[config.mk]
export PLATFORM = sky130hd
export DESIGN_NAME = stbs_ctrl
export DESIGN_NICKNAME = d
export VERILOG_FILES = /design/src/hdl/stbs_pkg.sv /design/src/hdl/stbs_ctrl.sv
export SDC_FILE = /design/constraint.sdc
export NUM_CORES = 1
export LEC_CHECK = 0
export ABC_CLOCK_PERIOD_IN_PS = 2100
export BUFFER_PORTS_ARGS = -buffer_cell sky130_fd_sc_hd__buf_4
export CORE_AREA = 4 4 41 43
export DETAILED_ROUTE_END_ITERATION = 8
export DIE_AREA = 0 0 45 47
export PLACE_DENSITY = 0.48
export SLEW_MARGIN = 10
export SYNTH_ARGS = -nofsm -noshare
export SYNTH_HDL_FRONTEND = slang
export SYNTH_SLANG_ARGS = --single-unit
[constraint.sdc]
create_clock -name clk -period 2.1 [get_ports clk]
set_clock_uncertainty 0.05 [all_clocks]
set_input_delay 0.315 -clock clk [delete_from_list [all_inputs] [get_ports clk]]
set_output_delay 0.315 -clock clk [all_outputs]
set_load 0.02 [all_outputs]
[src/hdl/stbs_pkg.sv]
`timescale 1ns / 1ps
// Shared types and constants for the sorted table binary search core.
// Depends on nothing; every other file of the block imports it.
package stbs_pkg;

  localparam int DEFAULT_TABLE_DEPTH   = 1024;
  localparam int DEFAULT_KEY_PART_BITS = 16;

  localparam logic OP_WRITE  = 1'b0;
  localparam logic OP_SEARCH = 1'b1;

  typedef enum logic [1:0] {
    ST_IDLE,
    ST_SETUP,
    ST_PROBE,
    ST_FINISH
  } state_t;

  typedef struct packed {
    logic write_entry;
    logic start;
    logic setup;
    logic step;
    logic load_out;
  } cmd_t;

  typedef struct packed {
    logic setup_empty;
    logic hit;
    logic step_empty;
  } sts_t;

endpackage

[src/hdl/stbs_ctrl.sv]
`timescale 1ns / 1ps
// Controller state machine of the binary search core.
// Depends on stbs_pkg; drives the datapath through cmd_t and reads sts_t.
module stbs_ctrl
  import stbs_pkg::*;
(
  input  logic clk,
  input  logic rst_n,
  input  logic in_valid,
  input  logic in_op,
  output logic in_ready,
  output logic out_valid,
  input  logic out_ready,
  input  sts_t sts,
  output cmd_t cmd
);

  state_t state_r, state_nxt;
  logic   out_valid_r, out_valid_nxt;
  logic   out_free;

  assign out_free = !out_valid_r || out_ready;

  always_comb begin
    state_nxt = state_r;
    unique case (state_r)
      ST_IDLE: begin
        if (in_valid && (in_op == OP_SEARCH)) begin
          state_nxt = ST_SETUP;
        end
      end
      ST_SETUP: begin
        state_nxt = sts.setup_empty ? ST_FINISH : ST_PROBE;
      end
      ST_PROBE: begin
        if (sts.hit || sts.step_empty) begin
          state_nxt = ST_FINISH;
        end
      end
      ST_FINISH: begin
        if (out_free) begin
          state_nxt = ST_IDLE;
        end
      end
      default: state_nxt = ST_IDLE;
    endcase
  end

  always_comb begin
    cmd         = '0;
    in_ready    = 1'b0;
    unique case (state_r)
      ST_IDLE: begin
        in_ready        = 1'b1;
        cmd.write_entry = in_valid && (in_op == OP_WRITE);
        cmd.start       = in_valid && (in_op == OP_SEARCH);
      end
      ST_SETUP:  cmd.setup    = 1'b1;
      ST_PROBE:  cmd.step     = 1'b1;
      ST_FINISH: cmd.load_out = out_free;
      default:   cmd          = '0;
    endcase
  end

  always_comb begin
    out_valid_nxt = out_valid_r;
    if (cmd.load_out) begin
      out_valid_nxt = 1'b1;
    end else if (out_ready) begin
      out_valid_nxt = 1'b0;
    end
  end

  always_ff @(posedge clk) begin
    if (!rst_n) begin
      state_r     <= ST_IDLE;
      out_valid_r <= 1'b0;
    end else begin
      state_r     <= state_nxt;
      out_valid_r <= out_valid_nxt;
    end
  end

  assign out_valid = out_valid_r;

endmodule

Word level (Yosys, flattened, before mapping)
Cells that the tools add are included.
W data, S select, Z words.
- shift-type cells: 0
- equality and inequality tests: 6
- order comparisons: 0
- divide/modulo/power cells: 0
- multiply operators: 0
- muxes and demuxes: 12
- bitwise logic cells: 1
- reduce and logical (&&, ||, !) cells: 8
- add/sub/neg operators: 0
- operators with widths (kind ; number):
    $mux W2 ; 4
    $pmux W2 S4 ; 1
    $mux W1 ; 7
    $ne A2 B2 Y1 const B ; 3
    $eq A2 B2 Y1 const B ; 2
    $reduce_and A3 Y1 ; 1
    $eq A2 B1 Y1 const B ; 1
    $logic_and A1 B1 Y1 ; 2
    $logic_not A2 Y1 ; 1
    $logic_or A1 B1 Y1 ; 2
    $reduce_bool A2 Y1 ; 1
    $logic_not A1 Y1 ; 1
    $not A1 Y1 ; 1
- output and inout bits: 7
- ROM bits: 0
- input bits: 8
- register bits: 3
- bits in latches: 0
- bits in writable memories: 0
- word-level logic and storage cells: 29
- memories kept: 0

Logic depth before layout (Yosys ltp)
- depth after elaboration: 4
- mapped depth: 5
- mapped depth without buffers: 5

Least setup slack after synthesis
OpenSTA, ideal clock, no wires.
- path kind: register to register
- from: reg state_r[0]
- to: reg state_r[0]
- arrival time: 1.365 ns
- data required time: 1.978 ns
- path buffers: 0
- stages on the path, launching flop included: 6
- setup slack: 0.613 ns
- cell sequence: dfxtp_1 inv_1 ha_1 a21boi_0 a221oi_2 mux2i_1
- cells in the longest elaborated chain, start to end: 3
- elaborated cells between the ends (all ways): 9
- classes of those cells: eq/ne: 6; mux: 1; reduce/logical: 2
- RTL lines (element ; RTL line ; text):
    start: declaration ; stbs_ctrl.sv:18 ; state_t state_r, state_nxt;
    start signal: assignment ; stbs_ctrl.sv:79 ; state_r <= state_nxt;
    $eq A2 B2 Y1 / $logic_not A2 Y1 (equally long branches) ; stbs_ctrl.sv:26 ; unique case (state_r)
    $ne A2 B2 Y1 (no line) ; - ;
    $reduce_and A3 Y1 (no line) ; - ;
Parallel ways exist; a longest one is shown, timed or not.
A chain may end at the register's enable or synchronous reset.

==> impl_metrics.json <==
{
  "hold_violations": 0,
  "p_leak_nw": 0.209,
  "place_hpwl_um": 451,
  "wl_per_cell_um": 9.32,
  "critical-path-max-stage-delay_ps": 410,
  "grt_pass1_wl_um": 945,
  "vias_per_cell": 4.07,
  "crit_family": "flip-flops",
  "rsz0062_at_grt": "false",
  "area_growth_pct": 55.1,
  "synth_seq_cells": 3,
  "crit_fanout": 6,
  "min_path_cells": 2,
  "path_buf_inv": 2,
  "grt_overflow": 0,
  "power.density_nw_per_um2": 1170,
  "postCtsHoldBufs": 0,
  "port_buffers": 14,
  "max_freq_mhz": 587,
  "slew_viol_final": 0,
  "yosys.cell_types.count": 15,
  "numClockSinks": 3,
  "rows": 13,
  "critPathCaptureType": "output pin",
  "fin_util_pct": 30.9,
  "drt_wl_total_um": 559,
  "die_area_um2": 2120,
  "cp.required_ps": 1740,
  "cts-root-buf": "clkbuf_4",
  "grt.met2_usage_pct": 8.47,
  "maxCapViolations": 0,
  "antenna_cells": 0,
  "path_class": "reg -> out",
  "synth_area_um2": 259,
  "initial_core_util_pct": 19.9,
  "die_w_um": 45,
  "drive_gt1_share_pct": 44.4,
  "tightest_slew_ps": 317,
  "regToRegStartpoint": "state_r[0]",
  "ir_worst_vdd_uv": 429,
  "holdCritStartpoint": "rst_n",
  "seq_area_um2": 60.1,
  "final.min_clock_period_ps": 1700,
  "max_slew_margin_pct": 78.9,
  "drc_errors": 0,
  "clkTransAtPathRegs_ps": 40,
  "postLayoutCellArea_um2": 402,
  "worstSetupStartpoint": "state_r[0]",
  "grt_pass1_vias": 233,
  "r2r_setup_slack_ps": 580,
  "num-nets-final": 59,
  "hold_path_class": "in -> reg",
  "start_kind": "flop",
  "min_to": "out_valid",
  "gr-max-usage-layer": "met2",
  "antenna_found_initial": 0,
  "grt_max_degree": 7,
  "r2r-end": "state_r[1]",
  "via_count": 244,
  "cts_buffers": 3,
  "tns_ps": 0,
  "clock_path_buffers": 2,
  "cts_setup_buffers": 0,
  "h-tree-depth": 1,
  "crit_slowest_cell": "dfxtp_1",
  "track_usage_pct": 6.95,
  "rr_worst_depth": 5,
  "firstDrtPassIters": 1,
  "worst_ep_arrival_time_ps": 1340,
  "multi_input_area_um2": 184,
  "post_cts_resized": 0,
  "dieHeight_um": 47,
  "ios": 15,
  "place_congestion": 0.689,
  "dpl-instance-area_um2": 375,
  "clk_latency_ps": 240,
  "cts_tree": "built",
  "met3_usage_pct": 4.98,
  "setup_viol": 0,
  "fillers": 145,
  "drt_iter0_drc": 0,
  "syn_avg_cell_area_um2": 9.25,
  "ant_nets": 0,
  "core_um2": 1300,
  "yosysWarnings": 0,
  "cp_cell_sequence": "inv_1, ha_1, and3_1, buf_4",
  "grtUsageMet1_pct": 7.48,
  "fin_crit_sh_pct": 81.1,
  "outcome": "finished, final reports clean",
  "syn_nets": 41,
  "yosysSeqAreaShare_pct": 23.2,
  "synthCells": 28
}
-- per-layer routing --
layer	wire [µm]	vias up
met5	0	-
met4	19	0
met3	68	2
met2	217	12
met1	253	104
li1	-	126
-- per-stage QoR --
step                hold slack, ps  total power [mW]  instances  worst slack, ps
floorplan                      383             0.281         28              613
global placement               473             0.376         56              585
detailed placement             469             0.373         56              570
CTS                            266             0.481         60              379
global route                   277             0.515         60              294
finish                         270             0.471         60              397
-- worst max-delay path by stage --
stage	to	slack (ps)	depth (start not counted)
final	cmd[3]	400	4
after global routing	cmd[3]	290	4
after CTS	cmd[3]	380	4
after detailed placement	state_r[1]	570	5
after global placement	state_r[0]	590	5
after floorplan	state_r[0]	610	5
-- sequential cells by signal, indices dropped and copies added (netlist names) --
name       cells
out_valid      1
state_r        2
-- final cells by class --
type / instances / area share (%)
Clock buffer: 4 / 6.54
Inverter: 2 / 1.87
Multi-Input combinational cell: 22 / 45.8
Sequential cell: 3 / 15.0
Tap cell: 15 / 4.67
Timing Repair Buffer: 14 / 26.2
-- report_power, final --
group          total [mW]  switching, mW  internal (mW)  leakage (nW)
combinational       0.268          0.141          0.127         0.169
sequential         0.0992         0.0239         0.0753        0.0246
clock               0.104         0.0330         0.0714        0.0150
total               0.471          0.198          0.274         0.209
-- cell usage in the layout, fill, tap and decap left out --
cell type / n
mux2i_1: 2
dfxtp_1: 3
nand2_1: 4
clkbuf_1: 1
o21a_1: 1
nor2b_1: 1
and3_1: 2
ha_1: 5
clkbuf_4: 3
inv_1: 2
nor2b_4: 1
o31ai_1: 1
buf_4: 14
a221oi_2: 1
a21boi_0: 1
and2b_2: 1
nor2_1: 2
-- kinds of logic after synthesis --
group / after synthesis / synth area share, %
AOI/OAI and AO/OA: 4 / 14.5
muxes: 2 / 7.73
and+or+nand+nor: 11 / 24.6
buffers and inverters: 3 / 5.80
adders and majority gates: 5 / 24.2
DFF: 3 / 23.2
-- synth_stat cells, drive strengths merged --
master	n	share of area [%]
ha	5	24
nand2	4	5.8
dfxtp	3	23
and3	2	4.8
inv	2	2.9
mux2i	2	7.7
nor2	2	2.9
nor2b	2	7.7
a21boi	1	2.9
a221oi	1	5.8
and2b	1	3.4
buf	1	2.9
o21a	1	2.9
o31ai	1	2.9
-- worst reg2reg max path: stages, from the launching register on --
cell,delay (ps)
dfxtp_1,410
inv_1,110
ha_1,240
a21boi_0,140
a221oi_2,280
mux2i_1,210
Power figures use the tool's default switching activity.
